==> src/rv32m_pkg.sv <==
`timescale 1ns / 1ps
// ----------------------------------------------------------------------------
// rv32m_pkg
// Shared types and constants for the RV32M multiply/divide unit.
// ----------------------------------------------------------------------------
package rv32m_pkg;

    localparam int XLEN     = 32;
    localparam int OP_W     = 3;
    localparam int RD_W     = 5;
    localparam int DIV_BPS  = 2;                 // quotient bits per divider stage
    localparam int DIV_STG  = XLEN / DIV_BPS;    // divider stages

    localparam logic [OP_W-1:0] OP_MUL    = 3'd0;
    localparam logic [OP_W-1:0] OP_MULH   = 3'd1;
    localparam logic [OP_W-1:0] OP_MULHSU = 3'd2;
    localparam logic [OP_W-1:0] OP_MULHU  = 3'd3;
    localparam logic [OP_W-1:0] OP_DIV    = 3'd4;
    localparam logic [OP_W-1:0] OP_DIVU   = 3'd5;
    localparam logic [OP_W-1:0] OP_REM    = 3'd6;
    localparam logic [OP_W-1:0] OP_REMU   = 3'd7;

    typedef struct packed {
        logic [OP_W-1:0] action;
        logic [XLEN-1:0] operand_a;
        logic [XLEN-1:0] operand_b;
        logic [RD_W-1:0] dest_reg;
    } md_in_t;

    typedef struct packed {
        logic [XLEN-1:0] result;
        logic [RD_W-1:0] dest_reg_out;
    } md_out_t;

    // Per-word control carried down the pipe
    typedef struct packed {
        logic [OP_W-1:0] action;
        logic            is_div;
        logic            div_zero;
        logic            neg_q;
        logic            neg_r;
        logic [XLEN-1:0] orig_a;
        logic [RD_W-1:0] rd;
    } md_ctl_t;

endpackage

==> src/rv32m_mul_unit.sv <==
`timescale 1ns / 1ps
// ----------------------------------------------------------------------------
// rv32m_mul_unit
// 33x33 signed product as four 17x17-ish partials, summed over two stages.
// ----------------------------------------------------------------------------
module rv32m_mul_unit
    import rv32m_pkg::*;
(
    input  logic                  clk,
    input  logic                  en,
    input  logic signed [XLEN:0]  a,
    input  logic signed [XLEN:0]  b,
    output logic [2*XLEN-1:0]     prod
);

    localparam int H = XLEN / 2;

    logic signed [2*XLEN+1:0] pll_reg, plh_reg, phl_reg, phh_reg;
    logic signed [2*XLEN+1:0] sum_reg;

    // split into unsigned low halves and signed high parts
    logic signed [H:0]      a_lo, b_lo;
    logic signed [H:0]      a_hi, b_hi;
    assign a_lo = {1'b0, a[H-1:0]};
    assign b_lo = {1'b0, b[H-1:0]};
    assign a_hi = a[XLEN:H];
    assign b_hi = b[XLEN:H];

    // full-width partial products; operands widen before the multiply
    logic signed [2*H+1:0]  m_ll, m_lh, m_hl, m_hh;
    assign m_ll = a_lo * b_lo;
    assign m_lh = a_lo * b_hi;
    assign m_hl = a_hi * b_lo;
    assign m_hh = a_hi * b_hi;

    always_ff @(posedge clk)
    begin
        if (en)
        begin
            pll_reg <= (2*XLEN+2)'(m_ll);
            plh_reg <= (2*XLEN+2)'(m_lh) <<< H;
            phl_reg <= (2*XLEN+2)'(m_hl) <<< H;
            phh_reg <= (2*XLEN+2)'(m_hh) <<< (2*H);
            sum_reg <= pll_reg + plh_reg + phl_reg + phh_reg;
        end
    end

    assign prod = sum_reg[2*XLEN-1:0];

endmodule

==> config.mk <==
export PLATFORM = sky130hd
export DESIGN_NAME = rv32m_mul_unit
export DESIGN_NICKNAME = d
export VERILOG_FILES = /design/src/rv32m_pkg.sv /design/src/rv32m_mul_unit.sv
export SDC_FILE = /design/constraint.sdc
export NUM_CORES = 2
export LEC_CHECK = 0
export ABC_AREA = 1
export BUFFER_PORTS_ARGS = -buffer_cell sky130_fd_sc_hd__buf_4
export CAP_MARGIN = 20
export CORE_MARGIN = 3
export CORE_UTILIZATION = 67
export CTS_CLUSTER_SIZE = 16
export DETAILED_ROUTE_END_ITERATION = 6
export PLACE_DENSITY = 0.95
export SLEW_MARGIN = 20
export SYNTH_ARGS = -nofsm -noshare
export SYNTH_HDL_FRONTEND = slang
export SYNTH_SLANG_ARGS = --single-unit
==> constraint.sdc <==
create_clock -name clk -period 8.5 [get_ports clk]
set_input_delay 1.275 -clock clk [delete_from_list [all_inputs] [get_ports clk]]
set_output_delay 1.275 -clock clk [all_outputs]
set_load 0.01 [all_outputs]
==> out/results.tsv <==
metric	value	unit
crit_path_frequent_cell	fa_1	
cts-root-buf	clkbuf_16	
yosysWarnings	0	
hold_buffers	0	
dp_hpwl	121	mm
final_core_util	70.3	%
crit_slowest_cell	fa_1	
max_stage_delay	0.79	ns
cap_viol_max_count	0	
htree_levels	4	
rsz0062_at_grt	no	
grt_use_total	39.4	%
start_util	67.7	%
fin_nets	8155	
ys_seq_area_share	11.2	%
path_cells	buf_4 -> nand2_1 -> inv_1 -> fa_1 -> inv_1 -> fa_1 -> inv_1 -> fa_1 -> fa_1 -> fa_1 -> fa_1 -> ha_1 -> nand2_1 -> nor2_1 -> nand2_1 -> nor3_1 -> o21ai_0 -> nand4_1 -> nand2_1	
clk_pin_slew	0.11	ns
drv_slew	0	
ant_nets	0	
synth_area	52500	µm²
fmax	0.146	GHz
path_class	in2reg	
cts_buffer_depth	2	
clk-insertion-delay-late	0.53	ns
syn_nets	8261	
cts_tree	done	
final.min_clock_period	6.83	ns
drive_gt1_share	3.66	%
drt-pass1-iter-count	6	
synthCells	6733	
antenna_found_initial	9	
dieHeight	286	µm
ctsResizeCount	0	
ys_ff_latch	196	
area_growth	3.85	%
synth_area_per_cell	7.80	µm²
port_buffers	131	
grt_max_degree	81	
slew_headroom	43.3	%
tightest_slew	0.847	ns
clock-sinks	196	
drc	0	
path_max_fanout	33	
synth_cell_types	38	
yosys_most_used_dff	edfxtp_1	
fp-row-count	102	
gr-total-overflow	0	
endpoint_kind	flop	
vias	43900	
drt_iter0_drc	4346	
whs	0.420	ns
place_ws	1.27	ns
fp.dieW	286	µm
setup_viol	0	
n_fill_cell	5724	
worst_slack	1.67	ns
grt_pass1_vias	48400	
cts_setup_buffers	0	
fp.coreArea	77600	µm²
grt_pass1_wl	248	mm
status	complete, no violations	
fin_skew	0.0231	ns
tns	0	ns
synth_edf_count	196	
hp-class	reg2reg	
dieArea	81800	µm²
post-route-period-util	80.4	%
detail_route.wl_per_cell	20.1	µm
vias_per_cell	5.71	
ios	132	
required	8.76	ns
cp_data_arrival_time	7.10	ns
synth-async-reset-ratio	0	%
numCtsBuffers	17	
finalHoldViolCount	0	
largest_reg_flops	64	
place.gp.congestion	1.01	
routed_wl	155	mm
startpoint_type	input port	
critical path: cells and delay by family:
kind / cells / cell delay [ns]
AO/OA/AOI/OAI: 1 / 0.17
adder cells (fa/ha/maj): 7 / 3.90
buffers and inverters: 4 / 0.78
AND/OR/NAND/NOR: 7 / 0.95
per-stage QoR:
step           instance area, µm²  std cells
3_3_place_gp                53900       7645
4_1_cts                     54500       7677
6_report                    54600       7686
5_1_grt                     54500       7680
3_5_place_dp                53900       7645
2_1_floorplan               52500       6733
synth_stat cells, types with 2 or more instances:
cell | number | share of area, %
buf_2 | 3 | 0.029
o21bai_1 | 22 | 0.31
a21oi_1 | 167 | 1.6
nand3b_1 | 8 | 0.11
a21o_1 | 10 | 0.14
nor2_4 | 2 | 0.043
inv_1 | 1966 | 14
nand3_2 | 5 | 0.095
nor2_1 | 235 | 1.7
edfxtp_1 | 196 | 11
or2_2 | 11 | 0.13
ha_1 | 448 | 11
xor2_1 | 83 | 1.4
o21ai_1 | 2 | 0.019
o21a_1 | 12 | 0.17
nand2_1 | 1869 | 13
clkbuf_1 | 260 | 1.9
nor2_2 | 18 | 0.21
inv_2 | 10 | 0.071
nor3_1 | 32 | 0.30
nor4_1 | 7 | 0.083
a21boi_0 | 3 | 0.043
o211ai_1 | 5 | 0.071
nand4_1 | 47 | 0.56
a31oi_1 | 2 | 0.024
nand3_1 | 159 | 1.5
o21ai_0 | 77 | 0.73
nand2_2 | 14 | 0.17
nor3b_1 | 2 | 0.029
nor3_2 | 10 | 0.19
xnor2_1 | 30 | 0.50
fa_1 | 1012 | 39
routing by layer:
| metal | routed length, µm | up-vias | track usage [%] |
|---|---|---|---|
| met5 | 37 | - | 0 |
| met4 | 12400 | 6 | 25.9 |
| met3 | 19300 | 1039 | 12.0 |
| met2 | 72000 | 2957 | 64.6 |
| met1 | 50800 | 20800 | 44.7 |
| li1 | - | 19100 | - |
layout by cell type, fill, tap and decap left out, types with 6 or more instances in the layout:
| master | synthesis | final |
|---|---|---|
| nand2_1 | 1869 | 1869 |
| nor3_1 | 32 | 32 |
| nor4_1 | 7 | 7 |
| nor2_1 | 235 | 235 |
| nor2_2 | 18 | 18 |
| a21oi_1 | 167 | 167 |
| inv_2 | 10 | 10 |
| nand3b_1 | 8 | 8 |
| nor3_2 | 10 | 10 |
| xor2_1 | 83 | 83 |
| o21bai_1 | 22 | 22 |
| diode_2 | 0 | 6 |
| xnor2_1 | 30 | 30 |
| fa_1 | 1012 | 1012 |
| a21o_1 | 10 | 10 |
| edfxtp_1 | 196 | 196 |
| nand2_2 | 14 | 14 |
| clkbuf_16 | 0 | 17 |
| o21a_1 | 12 | 12 |
| ha_1 | 448 | 448 |
| inv_1 | 1966 | 1966 |
| o21ai_0 | 77 | 77 |
| nand3_1 | 159 | 159 |
| or2_2 | 11 | 11 |
| buf_4 | 0 | 134 |
| nand4_1 | 47 | 47 |
layout make-up:
| cell class | count | area [µm²] | area share [%] |
|---|---|---|---|
| Multi-Input combinational cell | 4297 | 38200 | 70.1 |
| Sequential cell | 196 | 5890 | 10.8 |
| Inverter | 1977 | 7420 | 13.6 |
| Tap cell | 1040 | 1300 | 2.39 |
| Clock buffer | 17 | 425 | 0.780 |
| Timing Repair Buffer | 138 | 1060 | 1.95 |
| Clock inverter | 15 | 205 | 0.376 |
| Antenna cell | 6 | 15.0 | 0.0275 |
final timing paths:
kind / startpoint / end / slack [ns] / depth (start not counted)
min: pll_reg[13] / sum_reg[13] / 0.42 / 0
max: b[18] / phh_reg[61] / 1.67 / 19
min reg2reg: pll_reg[13] / sum_reg[13] / 0.42 / 0
max reg2reg: pll_reg[17] / sum_reg[57] / 5.10 / 12
cell families (layout without fill, tap and decap cells):
logic type | count (synthesis) | in the layout | share of synthesized area (%)
adder cells (fa/ha/maj) | 1460 | 1460 | 49.2
AO/OA/AOI/OAI | 303 | 303 | 3.17
flip-flops | 196 | 196 | 11.2
other | 0 | 6 | 0
buffers and inverters | 2240 | 2147 | 16.0
XOR/XNOR | 113 | 113 | 1.88
AND/OR/NAND/NOR | 2421 | 2421 | 18.5
Power is not shown: default switching activity piles up to over one toggle a cycle in this logic, so the estimate is an artifact.
