===== src/rv32m_pkg.sv =====
`timescale 1ns / 1ps
// ----------------------------------------------------------------------------
// rv32m_pkg
// Shared types and constants for the RV32M multiply/divide unit.
// ----------------------------------------------------------------------------
package rv32m_pkg;

    localparam int XLEN     = 32;
    localparam int OP_W     = 3;
    localparam int RD_W     = 5;
    localparam int DIV_BPS  = 2;                 // quotient bits per divider stage
    localparam int DIV_STG  = XLEN / DIV_BPS;    // divider stages

    localparam logic [OP_W-1:0] OP_MUL    = 3'd0;
    localparam logic [OP_W-1:0] OP_MULH   = 3'd1;
    localparam logic [OP_W-1:0] OP_MULHSU = 3'd2;
    localparam logic [OP_W-1:0] OP_MULHU  = 3'd3;
    localparam logic [OP_W-1:0] OP_DIV    = 3'd4;
    localparam logic [OP_W-1:0] OP_DIVU   = 3'd5;
    localparam logic [OP_W-1:0] OP_REM    = 3'd6;
    localparam logic [OP_W-1:0] OP_REMU   = 3'd7;

    typedef struct packed {
        logic [OP_W-1:0] action;
        logic [XLEN-1:0] operand_a;
        logic [XLEN-1:0] operand_b;
        logic [RD_W-1:0] dest_reg;
    } md_in_t;

    typedef struct packed {
        logic [XLEN-1:0] result;
        logic [RD_W-1:0] dest_reg_out;
    } md_out_t;

    // Per-word control carried down the pipe
    typedef struct packed {
        logic [OP_W-1:0] action;
        logic            is_div;
        logic            div_zero;
        logic            neg_q;
        logic            neg_r;
        logic [XLEN-1:0] orig_a;
        logic [RD_W-1:0] rd;
    } md_ctl_t;

endpackage


===== src/rv32m_div_stage.sv =====
`timescale 1ns / 1ps
// ----------------------------------------------------------------------------
// rv32m_div_stage
// One restoring-division step group: DIV_BPS quotient bits per stage.
// ----------------------------------------------------------------------------
module rv32m_div_stage
    import rv32m_pkg::*;
(
    input  logic [XLEN-1:0] rem_in,
    input  logic [XLEN-1:0] quo_in,
    input  logic [XLEN-1:0] dvs,
    output logic [XLEN-1:0] rem_out,
    output logic [XLEN-1:0] quo_out
);

    always_comb
    begin
        logic [XLEN:0]   r;
        logic [XLEN:0]   d;
        logic [XLEN-1:0] q;
        r = {1'b0, rem_in};
        q = quo_in;
        for (int i = 0; i < DIV_BPS; i++)
        begin
            r = {r[XLEN-1:0], q[XLEN-1]};
            q = {q[XLEN-2:0], 1'b0};
            d = r - {1'b0, dvs};
            if (!d[XLEN])
            begin
                r    = d;
                q[0] = 1'b1;
            end
        end
        rem_out = r[XLEN-1:0];
        quo_out = q;
    end

endmodule


===== config.mk =====
export PLATFORM = sky130hd
export DESIGN_NAME = rv32m_div_stage
export DESIGN_NICKNAME = d
export VERILOG_FILES = /design/src/rv32m_pkg.sv /design/src/rv32m_div_stage.sv
export SDC_FILE = /design/constraint.sdc
export NUM_CORES = 1
export LEC_CHECK = 0
export ABC_AREA = 1
export BUFFER_PORTS_ARGS = -buffer_cell sky130_fd_sc_hd__buf_2
export CAP_MARGIN = 25
export CORE_UTILIZATION = 50
export DETAILED_ROUTE_END_ITERATION = 16
export PLACE_DENSITY = 0.76
export SYNTH_ARGS = -nofsm -noshare
export SYNTH_HDL_FRONTEND = slang
export SYNTH_SLANG_ARGS = --single-unit

===== constraint.sdc =====
create_clock -name vclk -period 8.1
set_input_delay 0.405 -clock vclk [all_inputs]
set_output_delay 0.405 -clock vclk [all_outputs]
set_load 0.005 [all_outputs]

==> results_dict.tcl, run 1 <==
set metrics [dict create \
    dr.pass1.iters 5 \
    cp_max_fo 45 \
    totalNegativeSetupSlack_ns 0 \
    powerDensity_mw_per_mm2 153 \
    holdWs_ns 0.810 \
    layout-drive-gt1-share_pct 10.5 \
    arrival_ns 5.41 \
    critical-path-top-delay-family "simple AND/OR/NAND/NOR gates" \
    ios 160 \
    worst_ir_drop_vdd_uv 129 \
    finalSetupViolCount 0 \
    cp-start-kind "primary input" \
    total_power_uw 903 \
    drt_first_iter_violations 604 \
    max_slew_margin_pct 51.4 \
    synth.net_count 1242 \
    initial_core_util_pct 51.3 \
    num_antenna_cells 0 \
    die_area_mm2 0.0116 \
    fin_crit_ns 5.81 \
    cp-startpoint "quo_in[31]" \
    rows 38 \
    fin_crit_sh_pct 71.8 \
    grt_overflow 0 \
    via_per_inst 5.40 \
    synth_cell_types 30 \
    wl_per_cell_um 14.5 \
    postRouteAntennaNets 0 \
    seq_cell_count 0 \
    drv_cap 0 \
    area_growth_pct 5.37 \
    synth_area_mm2 0.00559 \
    routed_wl_um 18500 \
    most-common-layout-cells "376 x nand2_1, 163 x inv_1, 116 x nand3_1, 100 x buf_2, 94 x nor2_1" \
    finalMaxSlewViolations 0 \
    status "finished, final reports clean" \
    cpMaxStageDelayCell "o21ai_0" \
    nFillCells 1195 \
    gp_congestion 1.02 \
    worst_pin_slew_ns 0.728 \
    fmax_mhz 172 \
    critPathCapture "rem_out[22]" \
    yosysWarnings 0 \
    critPathKind "in2out" \
    cp-end-kind "output pin" \
    io_buffer_count 100 \
    p_leak_nw 3.63 \
    cpMostUsedCell "nand2_1" \
    ys_seq_area_share_pct 0 \
    synth_area_per_cell_um2 5.18 \
    die_w_um 108 \
    die_y_um 108 \
    dp_hpwl_um 15800 \
    syn_inst 1080 \
    ctsResizeCount 0 \
    cts_setup_buffers 0 \
    final_nets 1297 \
    antenna_found_initial 0 \
    rsz0062_at_grt "no" \
    slowest_delay_ns 0.64 \
    core_area_mm2 0.0109 \
    mostFrequentLayoutCell "nand2_1" \
    grt_pass1_vias 6229 \
    postCtsHoldBufs 0 \
    drc 0 \
    grt_pass1_wl_um 29400 \
    vias 6878 \
    cp.required_ns 7.70 \
    final-seq-area_um2 0 \
    grt_max_degree 46 \
    cp.depth 28 \
    nClkBuffers 0 \
    grt.total_usage_pct 31.6 \
    hold_violations 0 \
    worst-path-buf-inv 5 \
    hold_path.class "in2out" \
]
stage by stage:
| stage | worst slack, ns | cells | utilization [%] | area, µm² |
|---|---|---|---|---|
| 4_1_cts | 2.40 | 1273 | 54.1 | 5890 |
| 3_5_place_dp | 2.41 | 1273 | 54.1 | 5890 |
| 6_report | 2.29 | 1273 | 54.1 | 5890 |
| 2_1_floorplan | 3.85 | 1080 | - | 5590 |
| 5_1_grt | 2.06 | 1273 | 54.1 | 5890 |
| 3_3_place_gp | 2.50 | 1273 | 54.1 | 5890 |
cell type report:
cell class                 count  area (µm²)  area share [%]
tap                          140         175            2.97
timing repair buffer         100         500            8.50
multi-input combinational    869        4600            78.1
inverter                     164         616            10.5
power breakdown:
| group | switching, mW | internal, mW | total (mW) | leakage, nW |
|---|---|---|---|---|
| combinational | 0.571 | 0.332 | 0.903 | 3.63 |
| sequential | 0 | 0 | 0 | 0 |
| clock | 0 | 0 | 0 | 0 |
logic make-up (layout without fill, tap and decap cells):
kind of cell / after synthesis / after routing / share of synthesized area (%)
simple gates: 637 / 637 / 49.0
compound gates: 131 / 131 / 12.7
buf+inv: 211 / 264 / 17.7
xor+xnor: 35 / 35 / 5.48
fa+ha+maj: 66 / 66 / 15.0
metal layers:
layer / vias to the layer above / GRT usage [%] / wire, µm / share of wire [%]
met5: - / 0 / 0 / 0
met4: 0 / 13.6 / 873 / 4.7
met3: 57 / 2.30 / 1400 / 7.6
met2: 340 / 53.9 / 7990 / 43
met1: 2955 / 40.7 / 8210 / 44
li1: 3526 / - / - / -
worst min-delay path by stage:
stage               startpoint          end  slack (ns)  cells after the start
floorplan            quo_in[8]  quo_out[10]        0.89                      1
global placement    quo_in[10]  quo_out[12]        0.81                      0
detailed placement  quo_in[10]  quo_out[12]        0.81                      0
CTS                 quo_in[10]  quo_out[12]        0.81                      0
global route        quo_in[11]  quo_out[13]        0.81                      0
finish               quo_in[8]  quo_out[10]        0.81                      0
Yosys cell counts (all sizes together) (4+ instances only):
| master | count | area (µm²) |
|---|---|---|
| o21ai | 46 | 230 |
| nor2 | 94 | 353 |
| nand3 | 120 | 628 |
| ha | 64 | 801 |
| xor2 | 19 | 166 |
| a21o | 6 | 45.0 |
| buf | 47 | 375 |
| nand4 | 11 | 68.8 |
| xnor2 | 16 | 140 |
| a21oi | 67 | 347 |
| o21bai | 7 | 52.6 |
| inv | 164 | 616 |
| nand3b | 11 | 82.6 |
| nor3 | 7 | 35.0 |
| nand2 | 389 | 1540 |
| o21a | 4 | 30.0 |
(Power assumes the default switching activity.)
==> inputs of run 2 (changes only) <==
--- a/config.mk
+++ b/config.mk
@@ -5,12 +5,12 @@
 export SDC_FILE = /design/constraint.sdc
 export NUM_CORES = 1
 export LEC_CHECK = 0
-export ABC_AREA = 1
+export ABC_AREA = 0
 export BUFFER_PORTS_ARGS = -buffer_cell sky130_fd_sc_hd__buf_2
 export CAP_MARGIN = 25
-export CORE_UTILIZATION = 50
+export CORE_UTILIZATION = 48
 export DETAILED_ROUTE_END_ITERATION = 16
-export PLACE_DENSITY = 0.76
+export PLACE_DENSITY = 0.8
 export SYNTH_ARGS = -nofsm -noshare
 export SYNTH_HDL_FRONTEND = slang
 export SYNTH_SLANG_ARGS = --single-unit
==> constraint.sdc (replaced) <==
create_clock -name vclk -period 4.9
set_input_delay 0.245 -clock vclk [all_inputs]
set_output_delay 0.245 -clock vclk [all_outputs]
set_load 0.005 [all_outputs]
==> results_dict.tcl, run 2 <==
set metrics [dict create \
    max_slew_margin_pct 61.0 \
    fin_crit_sh_pct 137 \
    rows 34 \
    synth_area_per_cell_um2 7.30 \
    hold_start "quo_in[10]" \
    die_y_um 97.5 \
    cp_max_fo 4 \
    violations "negative setup slack" \
    route.top_layer_used "met4" \
    io_buffer_count 100 \
    met2_length_um 9820 \
    worst_pin_slew_ns 0.579 \
    internal-power_mw 1.42 \
    hold_violations 0 \
    power_frac_clock_pct 0 \
    pre_cts_slack_ns -1.07 \
    routed-wl-met3_um 2590 \
    powerDensity_mw_per_mm2 361 \
    final-seq-area_um2 0 \
    core_area_mm2 0.00876 \
    finalMaxSlewViolations 0 \
    drc 0 \
    netSwitchingPower_mw 1.14 \
    holdWs_ns 0.490 \
    hold_path.class "in2out" \
    synth.net_count 762 \
    stdcell_area_mm2 0.00708 \
    hold_depth 0 \
    most-common-layout-cells "221 x buf_4, 69 x buf_2, 56 x ha_1, 48 x nand2_1, 47 x a21oi_1" \
    via_per_inst 6.65 \
    antenna_found_initial 0 \
    p_leak_nw 3.78 \
    postRouteAntennaNets 0 \
    synth_cell_types 58 \
    dp_hpwl_um 13000 \
    fmax_mhz 149 \
    synth_area_leaders "ha_1 18%, mux2_4 8.9%, xnor2_1 8.0%" \
    num_antenna_cells 0 \
    final_nets 1046 \
    routed_wl_um 22300 \
    syn_inst 600 \
    ios 160 \
    cp.required_ns 4.66 \
    seq_cell_count 0 \
    die_w_um 97.5 \
    drt_first_iter_violations 754 \
    rsz0062_at_grt "yes" \
    synth.top_cell.area_share_pct 18.3 \
    combPwrFrac_pct 100.0 \
    cp-start-kind "primary input" \
    grt.total_usage_pct 39.7 \
    ys_top_cells_by_count "64 x ha_1, 54 x a21oi_1, 48 x inv_1, 48 x nand2_1, 40 x xnor2_1" \
    cp-end-kind "output pin" \
    mostFrequentLayoutCell "buf_4" \
    yosysWarnings 0 \
    die_area_mm2 0.00951 \
    critPathKind "in2out" \
    initial_core_util_pct 50.0 \
    status "complete, but fails checks" \
    layout_setup_ws_ns -1.80 \
    dr.pass1.iters 8 \
    synth_most_common_cell "ha_1" \
    power_frac_seq_pct 0 \
    worst_ir_drop_vdd_uv 194 \
    fin_crit_ns 6.70 \
    grt_pass1_wl_um 31100 \
    vias 6581 \
    wl_met1_um 7410 \
    finalSetupViolCount 33 \
    arrival_ns 6.46 \
    gp_congestion 1.05 \
    grt_pass1_vias 6429 \
    nClkBuffers 0 \
    layout-drive-gt1-share_pct 47.2 \
    drv_cap 0 \
    placed_area_mm2 0.00649 \
    grt_overflow 0 \
    worstHoldEndpoint "quo_out[12]" \
    wl_per_cell_um 22.5 \
    synth_area_mm2 0.00438 \
    area_growth_pct 61.7 \
    synth.largest_area_cell "ha_1" \
    switching_share_pct 44.4 \
    grt_max_degree 18 \
    ys_seq_area_share_pct 0 \
]
-- run 2: cell type report --
cell class	instances	area (µm²)
Multi-Input combinational cell	501	4180
Timing Repair Buffer	333	2570
Fill cell	491	1680
Inverter	48	203
Tap cell	108	135
-- run 2: cells by family after synthesis --
family	after synthesis	synth area share, %
compound gates	209	31.4
xor+xnor	54	11.0
buf+inv	100	11.9
simple gates	131	14.2
mux	40	12.4
fa+ha+maj	66	19.2
-- run 2: metal layers --
layer	vias up	track usage [%]
li1	2716	-
met1	2964	42.7
met2	631	69.7
met3	270	6.98
met4	0	28.3
met5	-	0
-- run 2: how the worst max path moves through the flow --
stage | start | to | slack [ns] | cells after the start
3_3_place_gp | quo_in[31] | rem_out[2] | -0.83 | 28
4_1_cts | quo_in[31] | rem_out[5] | -0.90 | 29
6_report | dvs[0] | rem_out[18] | -1.80 | 27
2_1_floorplan | quo_in[31] | rem_out[10] | -0.28 | 27
5_1_grt | dvs[0] | rem_out[18] | -2.18 | 27
3_5_place_dp | quo_in[31] | rem_out[0] | -1.07 | 29
-- run 2: power groups by stage --
| stage | logic [mW] | clock network, mW | registers [mW] |
|---|---|---|---|
| 3_5_place_dp | 1.93 | 0 | 0 |
| 5_1_grt | 2.66 | 0 | 0 |
| 6_report | 2.56 | 0 | 0 |
| 4_1_cts | 2.33 | 0 | 0 |
| 2_1_floorplan | 1.18 | 0 | 0 |
| 3_3_place_gp | 1.85 | 0 | 0 |
-- run 2: what timing repair did --
action                                  4_1_cts  5_1_grt
pin swaps                                     6       20
endpoints found under the setup margin       33       33
hold endpoints to repair                      0        0
gates cloned                                  4        0
setup buffers                                12       11
resized for setup                            50       26
hold buffers                                  0        0
-- run 2: per-stage QoR --
| step | std cells | utilization [%] | power [mW] | setup TNS, ns |
|---|---|---|---|---|
| after floorplan | 600 | - | 1.18 | -8.29 |
| after global placement | 969 | 74.0 | 1.85 | -26.58 |
| after detailed placement | 969 | 74.0 | 1.93 | -33.78 |
| after CTS | 985 | 79.5 | 2.33 | -27.94 |
| after global routing | 990 | 80.8 | 2.66 | -60.58 |
| final | 990 | 80.8 | 2.56 | -57.08 |
-- run 2: worst max-delay path, stage by stage --
cell	delay, ns
buf_4	0.15
ha_4	0.17
inv_4	0.05
fa_2	0.39
a211oi_2	0.26
o21ai_2	0.12
a211oi_2	0.43
o21ai_2	0.20
a31oi_4	0.38
o211ai_1	0.28
buf_4	0.24
o211ai_2	0.11
nand2_1	0.09
o21ai_0	0.13
ha_1	0.33
a21o_1	0.24
a21oi_2	0.26
a21oi_4	0.11
buf_4	0.15
o211ai_1	0.19
a21boi_0	0.15
o21ai_0	0.48
a31o_2	0.29
or4b_2	0.58
o311ai_0	0.12
mux2_4	0.22
buf_6	0.09
